**src/hw/rtl/sgm_pkg.sv**
```systemverilog
package sgm_pkg;

  localparam int POS_BITS = 24;
  localparam int GAP_BITS = 16;

  localparam int SAMPLE_BITS     = 16;
  localparam int MAG_BITS        = SAMPLE_BITS + 1;
  localparam int THRESH_BITS     = 15;
  localparam int MIN_GAP_BITS    = 16;
  localparam int LEAD_BITS       = 16;
  localparam int CLIP_BITS       = 24;
  localparam int MARKER_POS_BITS = 24;

  localparam int CFG_ADDR_BITS = 2;
  localparam int CFG_DATA_BITS = 24;

  localparam int WIN_BITS     = ((POS_BITS > CLIP_BITS) ? POS_BITS : CLIP_BITS) + 1;
  localparam int GAP_CMP_BITS = (GAP_BITS > MIN_GAP_BITS) ? GAP_BITS : MIN_GAP_BITS;

  localparam logic [THRESH_BITS-1:0]  LEVEL_THRESHOLD_RST = THRESH_BITS'(33);
  localparam logic [MIN_GAP_BITS-1:0] MIN_GAP_RST         = MIN_GAP_BITS'(15000);
  localparam logic [LEAD_BITS-1:0]    LEAD_OFFSET_RST     = LEAD_BITS'(12000);
  localparam logic [CLIP_BITS-1:0]    CLIP_LENGTH_RST     = '0;

  localparam logic [CFG_ADDR_BITS-1:0] REG_LEVEL_THRESHOLD = 2'd0;
  localparam logic [CFG_ADDR_BITS-1:0] REG_MIN_GAP         = 2'd1;
  localparam logic [CFG_ADDR_BITS-1:0] REG_LEAD_OFFSET     = 2'd2;
  localparam logic [CFG_ADDR_BITS-1:0] REG_CLIP_LENGTH     = 2'd3;

  localparam logic KIND_MARK_IN  = 1'b0;
  localparam logic KIND_MARK_OUT = 1'b1;

  typedef struct packed {
    logic [THRESH_BITS-1:0]  level_threshold;
    logic [MIN_GAP_BITS-1:0] min_gap;
    logic [LEAD_BITS-1:0]    lead_offset;
    logic [CLIP_BITS-1:0]    clip_length;
  } cfg_t;

  typedef struct packed {
    logic                          valid;
    logic signed [SAMPLE_BITS-1:0] sample;
    logic                          first;
  } item_t;

  typedef struct packed {
    logic                       valid;
    logic                       kind;
    logic [MARKER_POS_BITS-1:0] position;
  } marker_t;

endpackage

```
**src/hw/rtl/sgm_if.sv**
```systemverilog
interface sgm_in_if;
  import sgm_pkg::*;

  logic                          valid;
  logic                          ready;
  logic signed [SAMPLE_BITS-1:0] sample;
  logic                          first;

  modport source (output valid, output sample, output first, input ready);
  modport sink (input valid, input sample, input first, output ready);
endinterface

interface sgm_out_if;
  import sgm_pkg::*;

  logic                       valid;
  logic                       ready;
  logic                       marker_kind;
  logic [MARKER_POS_BITS-1:0] marker_position;

  modport source (output valid, output marker_kind, output marker_position, input ready);
  modport sink (input valid, input marker_kind, input marker_position, output ready);
endinterface

```
**src/hw/rtl/sgm_cfg_regs.sv**
```systemverilog
module sgm_cfg_regs
  import sgm_pkg::*;
(
  input  logic                     clk_i,
  input  logic                     rst_ni,
  input  logic                     we_i,
  input  logic [CFG_ADDR_BITS-1:0] addr_i,
  input  logic [CFG_DATA_BITS-1:0] wdata_i,
  output cfg_t                     cfg_o
);

  cfg_t cfg_q, cfg_d;

  always_comb begin
    cfg_d = cfg_q;
    if (we_i) begin
      case (addr_i)
        REG_LEVEL_THRESHOLD: cfg_d.level_threshold = wdata_i[THRESH_BITS-1:0];
        REG_MIN_GAP:         cfg_d.min_gap = wdata_i[MIN_GAP_BITS-1:0];
        REG_LEAD_OFFSET:     cfg_d.lead_offset = wdata_i[LEAD_BITS-1:0];
        REG_CLIP_LENGTH:     cfg_d.clip_length = wdata_i[CLIP_BITS-1:0];
        default:             cfg_d = cfg_q;
      endcase
    end
  end

  always_ff @(posedge clk_i or negedge rst_ni) begin
    if (!rst_ni) begin
      cfg_q.level_threshold <= LEVEL_THRESHOLD_RST;
      cfg_q.min_gap         <= MIN_GAP_RST;
      cfg_q.lead_offset     <= LEAD_OFFSET_RST;
      cfg_q.clip_length     <= CLIP_LENGTH_RST;
    end else begin
      cfg_q <= cfg_d;
    end
  end

  assign cfg_o = cfg_q;

endmodule

```
**src/hw/rtl/sgm_in_stage.sv**
```systemverilog
module sgm_in_stage
  import sgm_pkg::*;
(
  input  logic     clk_i,
  input  logic     rst_ni,
  sgm_in_if.sink   in_i,
  input  logic     advance_i,
  output item_t    item_o
);

  logic                          valid_q, valid_d;
  logic signed [SAMPLE_BITS-1:0] sample_q;
  logic                          first_q;
  logic                          accept;

  assign in_i.ready = !valid_q || advance_i;
  assign accept     = in_i.valid && in_i.ready;

  always_comb begin
    valid_d = valid_q;
    if (accept) begin
      valid_d = 1'b1;
    end else if (advance_i) begin
      valid_d = 1'b0;
    end
  end

  always_ff @(posedge clk_i or negedge rst_ni) begin
    if (!rst_ni) begin
      valid_q <= 1'b0;
    end else begin
      valid_q <= valid_d;
    end
  end

  always_ff @(posedge clk_i) begin
    if (accept) begin
      sample_q <= in_i.sample;
      first_q  <= in_i.first;
    end
  end

  assign item_o.valid  = valid_q;
  assign item_o.sample = sample_q;
  assign item_o.first  = first_q;

endmodule

```
**src/hw/rtl/sgm_core.sv**
```systemverilog
module sgm_core
  import sgm_pkg::*;
(
  input  logic    clk_i,
  input  logic    rst_ni,
  input  cfg_t    cfg_i,
  input  item_t   item_i,
  input  logic    advance_i,
  output marker_t marker_o
);

  logic [POS_BITS-1:0] position_q, position_d;
  logic                prev_speech_q, prev_speech_d;
  logic [GAP_BITS-1:0] silence_run_q, silence_run_d;
  logic                run_after_q, run_after_d;
  logic [POS_BITS-1:0] run_start_q, run_start_d;
  logic                gap_conf_q, gap_conf_d;

  logic [MAG_BITS-1:0] mag;
  logic                speech;
  logic [POS_BITS-1:0] p;
  logic                prev_eff, run_after_eff, gap_conf_eff;
  logic [GAP_BITS-1:0] run_eff;
  logic [POS_BITS-1:0] run_start_eff;
  logic [POS_BITS-1:0] win_pos;
  logic [WIN_BITS-1:0] win_sum;
  logic                in_window;
  logic                lead_ok;
  logic                gap_hit;

  assign mag = item_i.sample[SAMPLE_BITS-1]
             ? (MAG_BITS'(1) << SAMPLE_BITS) - {1'b0, item_i.sample}
             : {1'b0, item_i.sample};
  assign speech = mag > MAG_BITS'(cfg_i.level_threshold);

  // A first flag restarts the clip before this sample is handled.
  assign p             = item_i.first ? '0 : position_q;
  assign prev_eff      = item_i.first ? 1'b0 : prev_speech_q;
  assign run_after_eff = item_i.first ? 1'b0 : run_after_q;
  assign gap_conf_eff  = item_i.first ? 1'b0 : gap_conf_q;
  assign run_eff       = item_i.first ? '0 : silence_run_q;
  assign run_start_eff = item_i.first ? '0 : run_start_q;

  assign lead_ok   = p >= POS_BITS'(cfg_i.lead_offset);

  always_comb begin
    silence_run_d  = run_eff;
    run_after_d    = run_after_eff;
    run_start_d    = run_start_eff;
    gap_conf_d     = gap_conf_eff;
    win_pos        = p;
    win_sum        = WIN_BITS'(win_pos) + WIN_BITS'(cfg_i.min_gap);
    in_window      = (win_pos != '0) && (win_sum < WIN_BITS'(cfg_i.clip_length));
    gap_hit        = 1'b0;
    marker_o.valid = 1'b0;
    marker_o.kind  = KIND_MARK_IN;
    marker_o.position = MARKER_POS_BITS'(p - POS_BITS'(cfg_i.lead_offset));

    if (speech) begin
      if (!prev_eff && !(run_after_eff && !gap_conf_eff) && in_window && lead_ok) begin
        marker_o.valid = item_i.valid;
      end
      silence_run_d = '0;
      run_after_d   = 1'b0;
      gap_conf_d    = 1'b0;
    end else begin
      if (prev_eff) begin
        run_after_d   = 1'b1;
        run_start_d   = p;
        silence_run_d = '0;
        gap_conf_d    = 1'b0;
      end
      if (!(&silence_run_d)) begin
        silence_run_d = silence_run_d + GAP_BITS'(1);
      end
      gap_hit   = GAP_CMP_BITS'(silence_run_d) >= GAP_CMP_BITS'(cfg_i.min_gap);
      win_pos   = run_start_d;
      win_sum   = WIN_BITS'(win_pos) + WIN_BITS'(cfg_i.min_gap);
      in_window = (win_pos != '0) && (win_sum < WIN_BITS'(cfg_i.clip_length));
      marker_o.kind     = KIND_MARK_OUT;
      marker_o.position = MARKER_POS_BITS'(run_start_d);
      if (run_after_d && !gap_conf_d && gap_hit) begin
        gap_conf_d = 1'b1;
        if (in_window) begin
          marker_o.valid = item_i.valid;
        end
      end
    end

    prev_speech_d = speech;
    position_d    = (&p) ? p : p + POS_BITS'(1);
  end

  always_ff @(posedge clk_i or negedge rst_ni) begin
    if (!rst_ni) begin
      position_q    <= '0;
      prev_speech_q <= 1'b0;
      silence_run_q <= '0;
      run_after_q   <= 1'b0;
      run_start_q   <= '0;
      gap_conf_q    <= 1'b0;
    end else if (advance_i) begin
      position_q    <= position_d;
      prev_speech_q <= prev_speech_d;
      silence_run_q <= silence_run_d;
      run_after_q   <= run_after_d;
      run_start_q   <= run_start_d;
      gap_conf_q    <= gap_conf_d;
    end
  end

endmodule

```
**src/hw/rtl/speech_gap_marker_detector.sv**
```systemverilog
// Speech gap marker detector.
// Samples enter on in_i, one request per sample, with a first flag that
// starts a new clip. Markers leave on out_o: a mark-in at a speech onset
// less the lead offset, or a mark-out at the start of a long pause.
// Most samples produce no marker and are absorbed without output.
// Configuration is written through cfg_we_i, cfg_addr_i and cfg_wdata_i;
// the user must write it only while no request is in flight, which the
// block does not enforce. A write takes effect on the next cycle. A sample
// is registered on acceptance and evaluated once the output register is
// free or taken, so its marker is loaded into the output register and is
// then valid on out_o. One sample per cycle is sustained while out_o is
// not stalled; the input and output registers each hold one request.
// When the receiver stalls with a marker pending, one more sample may wait
// in the input register, after which in_i.ready drops until out_o is taken.
// Reset clears the clip position, the run state and both registers, and
// loads the default threshold, gap and lead offset with a clip length of 0.
module speech_gap_marker_detector
  import sgm_pkg::*;
(
  input  logic                     clk_i,
  input  logic                     rst_ni,
  sgm_in_if.sink                   in_i,
  sgm_out_if.source                out_o,
  input  logic                     cfg_we_i,
  input  logic [CFG_ADDR_BITS-1:0] cfg_addr_i,
  input  logic [CFG_DATA_BITS-1:0] cfg_wdata_i
);

  cfg_t    cfg;
  item_t   item;
  marker_t marker;
  logic    advance;

  logic                       out_valid_q, out_valid_d;
  logic                       out_kind_q;
  logic [MARKER_POS_BITS-1:0] out_pos_q;

  sgm_cfg_regs u_cfg_regs (
    .clk_i   (clk_i),
    .rst_ni  (rst_ni),
    .we_i    (cfg_we_i),
    .addr_i  (cfg_addr_i),
    .wdata_i (cfg_wdata_i),
    .cfg_o   (cfg)
  );

  sgm_in_stage u_in_stage (
    .clk_i     (clk_i),
    .rst_ni    (rst_ni),
    .in_i      (in_i),
    .advance_i (advance),
    .item_o    (item)
  );

  sgm_core u_core (
    .clk_i     (clk_i),
    .rst_ni    (rst_ni),
    .cfg_i     (cfg),
    .item_i    (item),
    .advance_i (advance),
    .marker_o  (marker)
  );

  assign advance = item.valid && (!out_valid_q || out_o.ready);

  always_comb begin
    out_valid_d = out_valid_q;
    if (advance && marker.valid) begin
      out_valid_d = 1'b1;
    end else if (out_o.ready) begin
      out_valid_d = 1'b0;
    end
  end

  always_ff @(posedge clk_i or negedge rst_ni) begin
    if (!rst_ni) begin
      out_valid_q <= 1'b0;
    end else begin
      out_valid_q <= out_valid_d;
    end
  end

  always_ff @(posedge clk_i) begin
    if (advance && marker.valid) begin
      out_kind_q <= marker.kind;
      out_pos_q  <= marker.position;
    end
  end

  assign out_o.valid           = out_valid_q;
  assign out_o.marker_kind     = out_kind_q;
  assign out_o.marker_position = out_pos_q;

`ifndef NO_ASSERTIONS
  a_marker_from_advance: assert property (
    @(posedge clk_i) disable iff (!rst_ni)
    $rose(out_valid_q) |-> $past(advance)
  ) else $error("marker appeared without an evaluated sample");

  a_no_advance_on_stall: assert property (
    @(posedge clk_i) disable iff (!rst_ni)
    (out_valid_q && !out_o.ready) |-> !advance
  ) else $error("sample evaluated while the output register was blocked");

  a_ready_only_when_free: assert property (
    @(posedge clk_i) disable iff (!rst_ni)
    !in_i.ready |-> (item.valid && !advance)
  ) else $error("input held off with a free input register");
`endif

endmodule

```
**src/flat_wrapper.sv**
```systemverilog
// flat-port wrapper written by rule: the top's interface ports become plain ports
module speech_gap_marker_detector_flat import sgm_pkg::*;
  (clk_i, rst_ni, cfg_we_i, cfg_addr_i, cfg_wdata_i, in_i_valid, in_i_sample, in_i_first, in_i_ready, out_o_valid, out_o_marker_kind, out_o_marker_position, out_o_ready);
  sgm_in_if in_i_i ();
  sgm_out_if out_o_i ();
  input  logic clk_i;
  input  logic rst_ni;
  input  logic cfg_we_i;
  input  logic [CFG_ADDR_BITS-1:0] cfg_addr_i;
  input  logic [CFG_DATA_BITS-1:0] cfg_wdata_i;
  input wire logic [$bits(in_i_i.valid)-1:0] in_i_valid;
  input wire logic [$bits(in_i_i.sample)-1:0] in_i_sample;
  input wire logic [$bits(in_i_i.first)-1:0] in_i_first;
  output wire logic [$bits(in_i_i.ready)-1:0] in_i_ready;
  output wire logic [$bits(out_o_i.valid)-1:0] out_o_valid;
  output wire logic [$bits(out_o_i.marker_kind)-1:0] out_o_marker_kind;
  output wire logic [$bits(out_o_i.marker_position)-1:0] out_o_marker_position;
  input wire logic [$bits(out_o_i.ready)-1:0] out_o_ready;
  assign in_i_i.valid = in_i_valid;
  assign in_i_i.sample = in_i_sample;
  assign in_i_i.first = in_i_first;
  assign in_i_ready = in_i_i.ready;
  assign out_o_valid = out_o_i.valid;
  assign out_o_marker_kind = out_o_i.marker_kind;
  assign out_o_marker_position = out_o_i.marker_position;
  assign out_o_i.ready = out_o_ready;
  speech_gap_marker_detector u_core (.clk_i(clk_i), .rst_ni(rst_ni), .in_i(in_i_i), .out_o(out_o_i), .cfg_we_i(cfg_we_i), .cfg_addr_i(cfg_addr_i), .cfg_wdata_i(cfg_wdata_i));
endmodule
```
**config.mk**
```make
export PLATFORM = sky130hd
export DESIGN_NAME = speech_gap_marker_detector_flat
export DESIGN_NICKNAME = d
export VERILOG_FILES = /design/src/hw/rtl/sgm_pkg.sv /design/src/hw/rtl/sgm_if.sv /design/src/hw/rtl/sgm_cfg_regs.sv /design/src/hw/rtl/sgm_in_stage.sv /design/src/hw/rtl/sgm_core.sv /design/src/hw/rtl/speech_gap_marker_detector.sv /design/src/flat_wrapper.sv
export SDC_FILE = /design/constraint.sdc
export NUM_CORES = 1
export LEC_CHECK = 0
export BUFFER_PORTS_ARGS = -buffer_cell sky130_fd_sc_hd__buf_2
export CAP_MARGIN = 20
export CORE_AREA = 2 2 198 219
export CTS_CLUSTER_SIZE = 28
export DETAILED_ROUTE_END_ITERATION = 16
export DIE_AREA = 0 0 200 221
export GPL_ROUTABILITY_DRIVEN = 1
export PLACE_DENSITY = 0.45
export SYNTH_ARGS = -nofsm -noshare
export SYNTH_HDL_FRONTEND = slang
export SYNTH_SLANG_ARGS = --single-unit
```
**constraint.sdc**
```tcl
create_clock -name clk_i -period 8.2 [get_ports clk_i]
set_input_delay 1.23 -clock clk_i [delete_from_list [all_inputs] [get_ports clk_i]]
set_output_delay 1.23 -clock clk_i [all_outputs]
set_load 0.05 [all_outputs]
```
After elaboration in Yosys (flattened, before gate mapping)
Cells that the tools add are included.
{"block": "op_classes", "addsub": 6, "eq_ne": 3, "n_lt_le_gt_ge": 5, "n_reduce_logical": 30, "mux": 32}
{"op": "24-bit 2-to-1 mux", "count": 6}
{"op": "16-bit 2-to-1 mux", "count": 6}
{"op": "24-bit by 16-bit adder with 25-bit output", "count": 2}
{"op": "25-bit by 24-bit less-than comparator with 1-bit output", "count": 2}
{"op": "24-bit nonzero test", "count": 2}
{"op": "25-bit 2-to-1 mux", "count": 1}
{"op": "24-bit by 1-bit adder with 24-bit output (second input constant)", "count": 1}
{"op": "24-bit by 16-bit greater-or-equal comparator with 1-bit output", "count": 1}
{"op": "24-bit AND reduction", "count": 1}
{"op": "24-bit by 16-bit subtractor with 24-bit output", "count": 1}
{"op": "1-bit 2-to-1 mux", "count": 18}
{"op": "17-bit by 15-bit greater-than comparator with 1-bit output", "count": 1}
{"op": "17-bit 2-to-1 mux", "count": 1}
{"op": "17-bit by 16-bit subtractor with 17-bit output (first input constant)", "count": 1}
{"op": "16-bit by 1-bit adder with 16-bit output (second input constant)", "count": 1}
{"op": "16-bit greater-or-equal comparator", "count": 1}
{"op": "16-bit AND reduction", "count": 1}
{"op": "1-bit logical AND", "count": 11}
{"op": "2-bit AND reduction", "count": 4}
{"op": "1-bit logical NOT", "count": 6}
{"op": "2-bit equality test (second input constant)", "count": 2}
{"op": "2-bit nonzero test", "count": 2}
{"op": "2-bit by 1-bit equality test with 1-bit output (second input constant)", "count": 1}
{"op": "2-bit logical NOT", "count": 1}
{"op": "1-bit logical OR", "count": 2}
{"block": "word_totals", "ff_bits": 182, "in_bits": 48, "word_cells": 92, "output_inout_bits": 27}

Longest topological paths before layout
{"block": "logic_depth", "word_depth": 13, "depth_mapped": 29, "mapped_depth_nobuf": 23}

Hierarchy
From an unflattened synthesis, not the netlist that was laid out.
{"block": "hier_totals", "cells_unflattened": 1465, "hier_area_um2": 13678.1}
{"mod": "sgm_core", "area_each_um2": 9591.7, "n_inst": 1, "cells_each": 1260, "seq_area_each_um2": 1676.6}
{"mod": "sgm_cfg_regs", "area_each_um2": 2687.6, "n_inst": 1, "cells_each": 151, "seq_area_each_um2": 1796.7}
{"mod": "speech_gap_marker_detector", "area_each_um2": 819.5, "n_inst": 1, "cells_each": 31, "seq_area_each_um2": 775.7}
{"mod": "sgm_in_stage", "area_each_um2": 579.3, "n_inst": 1, "cells_each": 23, "seq_area_each_um2": 535.5}

Least setup slack after synthesis
OpenSTA, ideal clock, no wires.
{"block": "synth_timing", "kind": "register to register", "from": "reg u_core.u_in_stage.first_q", "to": "reg u_core.out_kind_q (netlist: u_core.out_o.marker_kind), enable pin", "path_buffers": 7, "arrival_time_ps": 6173, "synth_period_minus_slack_ps": 6555, "required_ps": 7818, "slack_ps": 1645, "path_stages_with_launch": 30, "setup_time_ps": 382, "cell_sequence": "edfxtp_1 buf_4 buf_2 buf_2 buf_2 buf_2 clkbuf_1 clkbuf_1 nor2b_1 fa_1 a21oi_1 a2111oi_2 nand4_1 and3_1 a21oi_4 o2111ai_1 a21boi_1 o22ai_1 nor2_1 xor2_1 ha_1 a21o_1 a21o_1 a21oi_1 o211ai_1 a21oi_1 o21ai_0 a311oi_2 o31ai_1 nand2_1"}
{"block": "synth_via", "elab_chain_cells": 11, "word_cells_on_any_way": 43, "classes_between": "add/sub: 3; order compare: 4; mux: 20; reduce/logical: 16"}
{"element": "start: declaration", "line": "sgm_in_stage.sv:13", "rtl": "logic first_q;"}
{"element": "start signal: assignment", "line": "sgm_in_stage.sv:39", "rtl": "first_q <= in_i.first;"}
{"element": "branches (longest 9 deep; another with 24-bit by 16-bit adder with 25-bit output)"}
{"element": "1-bit 2-to-1 mux *", "line": "sgm_core.sv:59", "rtl": "if (speech) begin"}
{"element": "1-bit logical AND *", "line": "speech_gap_marker_detector.sv:84", "rtl": "if (advance && marker.valid) begin"}
{"element": "end signal: assignment", "line": "speech_gap_marker_detector.sv:85", "rtl": "out_kind_q <= marker.kind;"}
{"element": "end: declaration", "line": "speech_gap_marker_detector.sv:35", "rtl": "logic out_kind_q;"}
Mark *: on every way between the ends. The select of a mux whose other input is x is not followed.
A chain may end at the register's enable or synchronous reset.

Worst setup path after layout
{"block": "layout_timing", "from": "reg u_core.u_in_stage.first_q", "to": "reg u_core.out_pos_q[1] (netlist: u_core.out_o.marker_position[1]), enable pin"}
{"block": "layout_via", "elab_chain_cells": 11, "word_cells_on_any_way": 43, "classes_between": "add/sub: 3; order compare: 4; mux: 20; reduce/logical: 16"}
{"element": "branches (longest 9 deep; another with 24-bit by 16-bit adder with 25-bit output)"}
{"element": "1-bit 2-to-1 mux *", "line": "sgm_core.sv:59"}
{"element": "1-bit logical AND *", "line": "speech_gap_marker_detector.sv:84"}
{"element": "end signal: assignment", "line": "speech_gap_marker_detector.sv:86", "rtl": "out_pos_q <= marker.position;"}
{"element": "end: declaration", "line": "speech_gap_marker_detector.sv:36", "rtl": "logic [MARKER_POS_BITS-1:0] out_pos_q;"}
Marks and branches as above.

==> flow_summary.toml <==
[logic_synthesis]
netlist.area_leader.share = 0.226
most_used_flip_flop_cell_after_synthesis = "sky130_fd_sc_hd__dfrtp_1"
post-synth-top-count-cell = "sky130_fd_sc_hd__nand2_1"
synth.yosys.seq_area_share = 0.348
yosys-top-cells-count = "155 x sky130_fd_sc_hd__nand2_1, 124 x sky130_fd_sc_hd__dfrtp_1, 116 x sky130_fd_sc_hd__nor2_1, 114 x sky130_fd_sc_hd__ha_1, 82 x sky130_fd_sc_hd__inv_1"
synth.area.top_cells = "sky130_fd_sc_hd__dfrtp_1 23%, sky130_fd_sc_hd__ha_1 10%, sky130_fd_sc_hd__edfxtp_1 9.2%"
syn_inst = 1517
synth-warning-count = 0
netlist-cell-type-count = 91
synth-seq-cells = 182
netlist_area_um2 = 13700
syn_area_per_cell_um2 = 9.05
synth_fp_nets = 1682
synth_edf_count = 42
post-synth-top-area-cell = "sky130_fd_sc_hd__dfrtp_1"
synth-async-reset-ratio = 0.769

[clocking]
clock_tree.root_cell = "sky130_fd_sc_hd__clkbuf_16"
holdBufCountCts = 0
clkSinkCount = 182
htree_num_levels = 4
clkSlewWorstSetupHoldPaths_ns = 0.07
cts.repair_timing.setup_buffer_count = 0
tritoncts = "yes"
cts_resized = 0
clock_latency_ns = 0.48
ctsLongestPathBuffers = 2
cts-buffers-inserted = 17

[detailed_routing]
dr.pass1.iters = 7
via_count = 11300
routed_wire_length_per_instance_um = 20.6
route.detailed.vias_per_inst = 5.32
post-route-drc-count = 0
wl_mm = 43.9
drt-initial-drc-count = 801
ant_nets = 0

[critical_path]
crit_family = "compound AO/OA/AOI/OAI gates"
biggest_fanout_along_the_worst_timing_path = 15
critPathArrivalTime_ns = 6.83
critical_path.cell_chain = "nor2b_1 -> fa_1 -> a21oi_1 -> a2111oi_2 -> nand4_1 -> and3_1 -> a21oi_4 -> o2111ai_1 -> a21boi_1 -> o22ai_1 -> nor2_1 -> xor2_1 -> ha_1 -> a21o_1 -> a21o_1 -> a21oi_1 -> o211ai_1 -> a21oi_1 -> o21ai_0 -> a311oi_2 -> o31ai_1 -> nand2_1 -> buf_4"
setup.worst_path.end_class = "flop"
critPathRequiredTime_ns = 8.36
worst-path-stages = 23
worst_path_max_delay_cell = "sky130_fd_sc_hd__nand2_1"
crit_path_frequent_cell = "sky130_fd_sc_hd__a21oi_1"
critPathKind = "flop to flop"
crit_path_max_incr_delay_ns = 0.61
ff2ff_path_depth = 23
timing.critical_path.from_type = "flop"
path_buf_inv = 1

[grt]
grt_overflow_total = 0
grt_first_pass_wirelength_mm = 67.7
largest_net_degree_at_the_start_of_global_routing = 83
track_usage = 0.205
via_count_of_the_first_global_routing_pass = 11100
antenna_violations_before_repair = 3

[placed_design]
hpwlAfterDp_mm = 34.2
numPortBuffers = 74
number_of_cells_in_the_design_after_placement = 2096
gp_routability_congestion = 0.888

[final_layout]
multi_input_area_um2 = 8310
drive_above_1_share = 0.141
final-seq-area_um2 = 4790
number_of_nets_at_the_end_of_the_flow = 1714
layout.core_utilization = 0.361
finish.cell_count_without_fillers = 2130
layout-area-overhead-vs-synth_pct = 10.6
filler_cell_count = 4330

[sta]
setup-tns-final_ns = 0
timing.slew.headroom = 0.272
setup_viol_count_final = 0
clock.fmax_ghz = 0.150
final_count_of_pins_violating_max_slew = 0
finalHoldViolCount = 0
post-route-min-period_ns = 6.67
worst_clock_skew_ns = 0.0190
post-route-period-util = 0.813
timing_worst_slew_pin_value_ns = 1.09
rsz0062_at_grt = "no"

[die]
ioPinCount = 75
rows = 79
design.core.area_um2 = 42000
floorplan.initialDensity = 0.327
design.die.area_um2 = 44200
chipWidth_um = 200
floorplan.die.height_um = 221

[flow_run]
drv.max_cap_violation_count = 0

[power_and_ir_drop]
pwr_density_cell_nw_per_um2 = 184
cellLeakagePower_nw = 6.58
vdd_drop_max_mv = 0.155

[hold_path]
timing.hold.worst_path_depth = 2
hold_path_class = "flop to flop"

[run_status]
run_status = "finished clean"
-- worst paths after layout --
check / from / to / slack [ns]
worst max-delay path: u_core.u_in_stage.first_q$_DFFE_PP_ / u_core.out_o.marker_position[1]$_DFFE_PP_ / 1.53
min in group asynchronous: rst_ni / u_core.u_core.silence_run_q[3]$_DFFE_PN0P_ / 0.84
worst min register to register: u_core.u_core.silence_run_q[1]$_DFFE_PN0P_ / u_core.u_core.silence_run_q[1]$_DFFE_PN0P_ / 0.49
worst min-delay path: u_core.u_core.silence_run_q[1]$_DFFE_PN0P_ / u_core.u_core.silence_run_q[1]$_DFFE_PN0P_ / 0.49
max in group asynchronous: rst_ni / u_core.u_cfg_regs.cfg_o[70]$_DFFE_PN0P_ / 6.06
worst max register to register: u_core.u_in_stage.first_q$_DFFE_PP_ / u_core.out_o.marker_position[1]$_DFFE_PP_ / 1.53
-- layer usage --
metal / vias up / GRT usage / routed length [µm]
met3: 44 / 0.0311 / 2020
li1: 5519 / - / -
met4: 4 / 0.0633 / 1030
met1: 5495 / 0.279 / 19900
met5: - / 0 / 27
met2: 261 / 0.334 / 20900
-- cells by family after synthesis --
family                     Yosys count  share of synthesized area
and+or+nand+nor                    499                      0.177
AOI/OAI and AO/OA                  355                      0.175
DFF                                182                      0.348
buffers and inverters              160                     0.0472
adders and majority gates          120                      0.110
xor gates and xnor gates           115                     0.0734
muxes                               86                     0.0682
-- layout by cell type, fill, tap and decap left out, types with 15 or more instances in the layout --
cell / instances
sky130_fd_sc_hd__ha_1: 114
sky130_fd_sc_hd__clkbuf_16: 17
sky130_fd_sc_hd__mux2i_1: 26
sky130_fd_sc_hd__nand2b_1: 27
sky130_fd_sc_hd__dfstp_2: 16
sky130_fd_sc_hd__a22o_1: 26
sky130_fd_sc_hd__nand4_1: 32
sky130_fd_sc_hd__mux2_2: 60
sky130_fd_sc_hd__buf_2: 73
sky130_fd_sc_hd__nor3_1: 24
sky130_fd_sc_hd__o21ai_0: 68
sky130_fd_sc_hd__xor2_1: 37
sky130_fd_sc_hd__xnor2_1: 78
sky130_fd_sc_hd__nor2b_1: 30
sky130_fd_sc_hd__nand3_1: 36
sky130_fd_sc_hd__a21o_1: 42
sky130_fd_sc_hd__a21oi_1: 69
sky130_fd_sc_hd__nand2_1: 155
sky130_fd_sc_hd__nor2_1: 116
sky130_fd_sc_hd__dfrtp_1: 123
sky130_fd_sc_hd__buf_4: 15
sky130_fd_sc_hd__o21ai_1: 20
sky130_fd_sc_hd__edfxtp_1: 42
sky130_fd_sc_hd__inv_1: 82
-- registers in the layout, indices dropped and copies added (netlist names) --
signal and flops:
u_core.u_core.position_q 24, u_core.u_core.silence_run_q 16, u_core.u_core.run_start_q 24, u_core.u_core.run_after_q 1
u_core.u_cfg_regs.cfg_o 71, u_core.u_in_stage.valid_q 1, u_core.u_in_stage.first_q 1, u_core.out_o.marker_position 24
u_core.u_in_stage.sample_q 16, u_core.out_o.valid 1, u_core.out_o.marker_kind 1, u_core.u_core.prev_speech_q 1
u_core.u_core.gap_conf_q 1
-- layout make-up --
cell class	instances	area share
Inverter	83	0.0205
Sequential cell	182	0.315
Timing Repair Buffer	90	0.0340
Multi-Input combinational cell	1175	0.547
Clock buffer	22	0.0312
Antenna cell	1	0.000165
Clock inverter	10	0.00478
Tap cell	567	0.0467
-- tightest hold or removal path, cell delays in order (launching register included) --
cell                      delay, ns
sky130_fd_sc_hd__dfrtp_1       0.34
sky130_fd_sc_hd__nand2_1       0.05
sky130_fd_sc_hd__o21ai_0       0.07
-- power breakdown --
group / leakage [nW] / internal [mW] / switching [mW]
clock: 0.271 / 0.413 / 0.376
sequential: 2.17 / 1.03 / 0.123
combinational: 4.15 / 0.346 / 0.506
total: 6.58 / 1.79 / 1.00
-- metrics by stage --
step | total power, mW | hold WS [ns] | setup slack (ns) | instance area, µm²
after floorplan | 1.74 | 0.442 | 1.65 | 13700
after global placement | 2.02 | 0.463 | 1.70 | 14600
after detailed placement | 2.03 | 0.484 | 1.55 | 14600
after CTS | 2.83 | 0.499 | 1.54 | 15200
after global routing | 2.98 | 0.514 | 0.945 | 15200
final | 2.80 | 0.494 | 1.53 | 15200
Power figures use the tool's default switching activity.
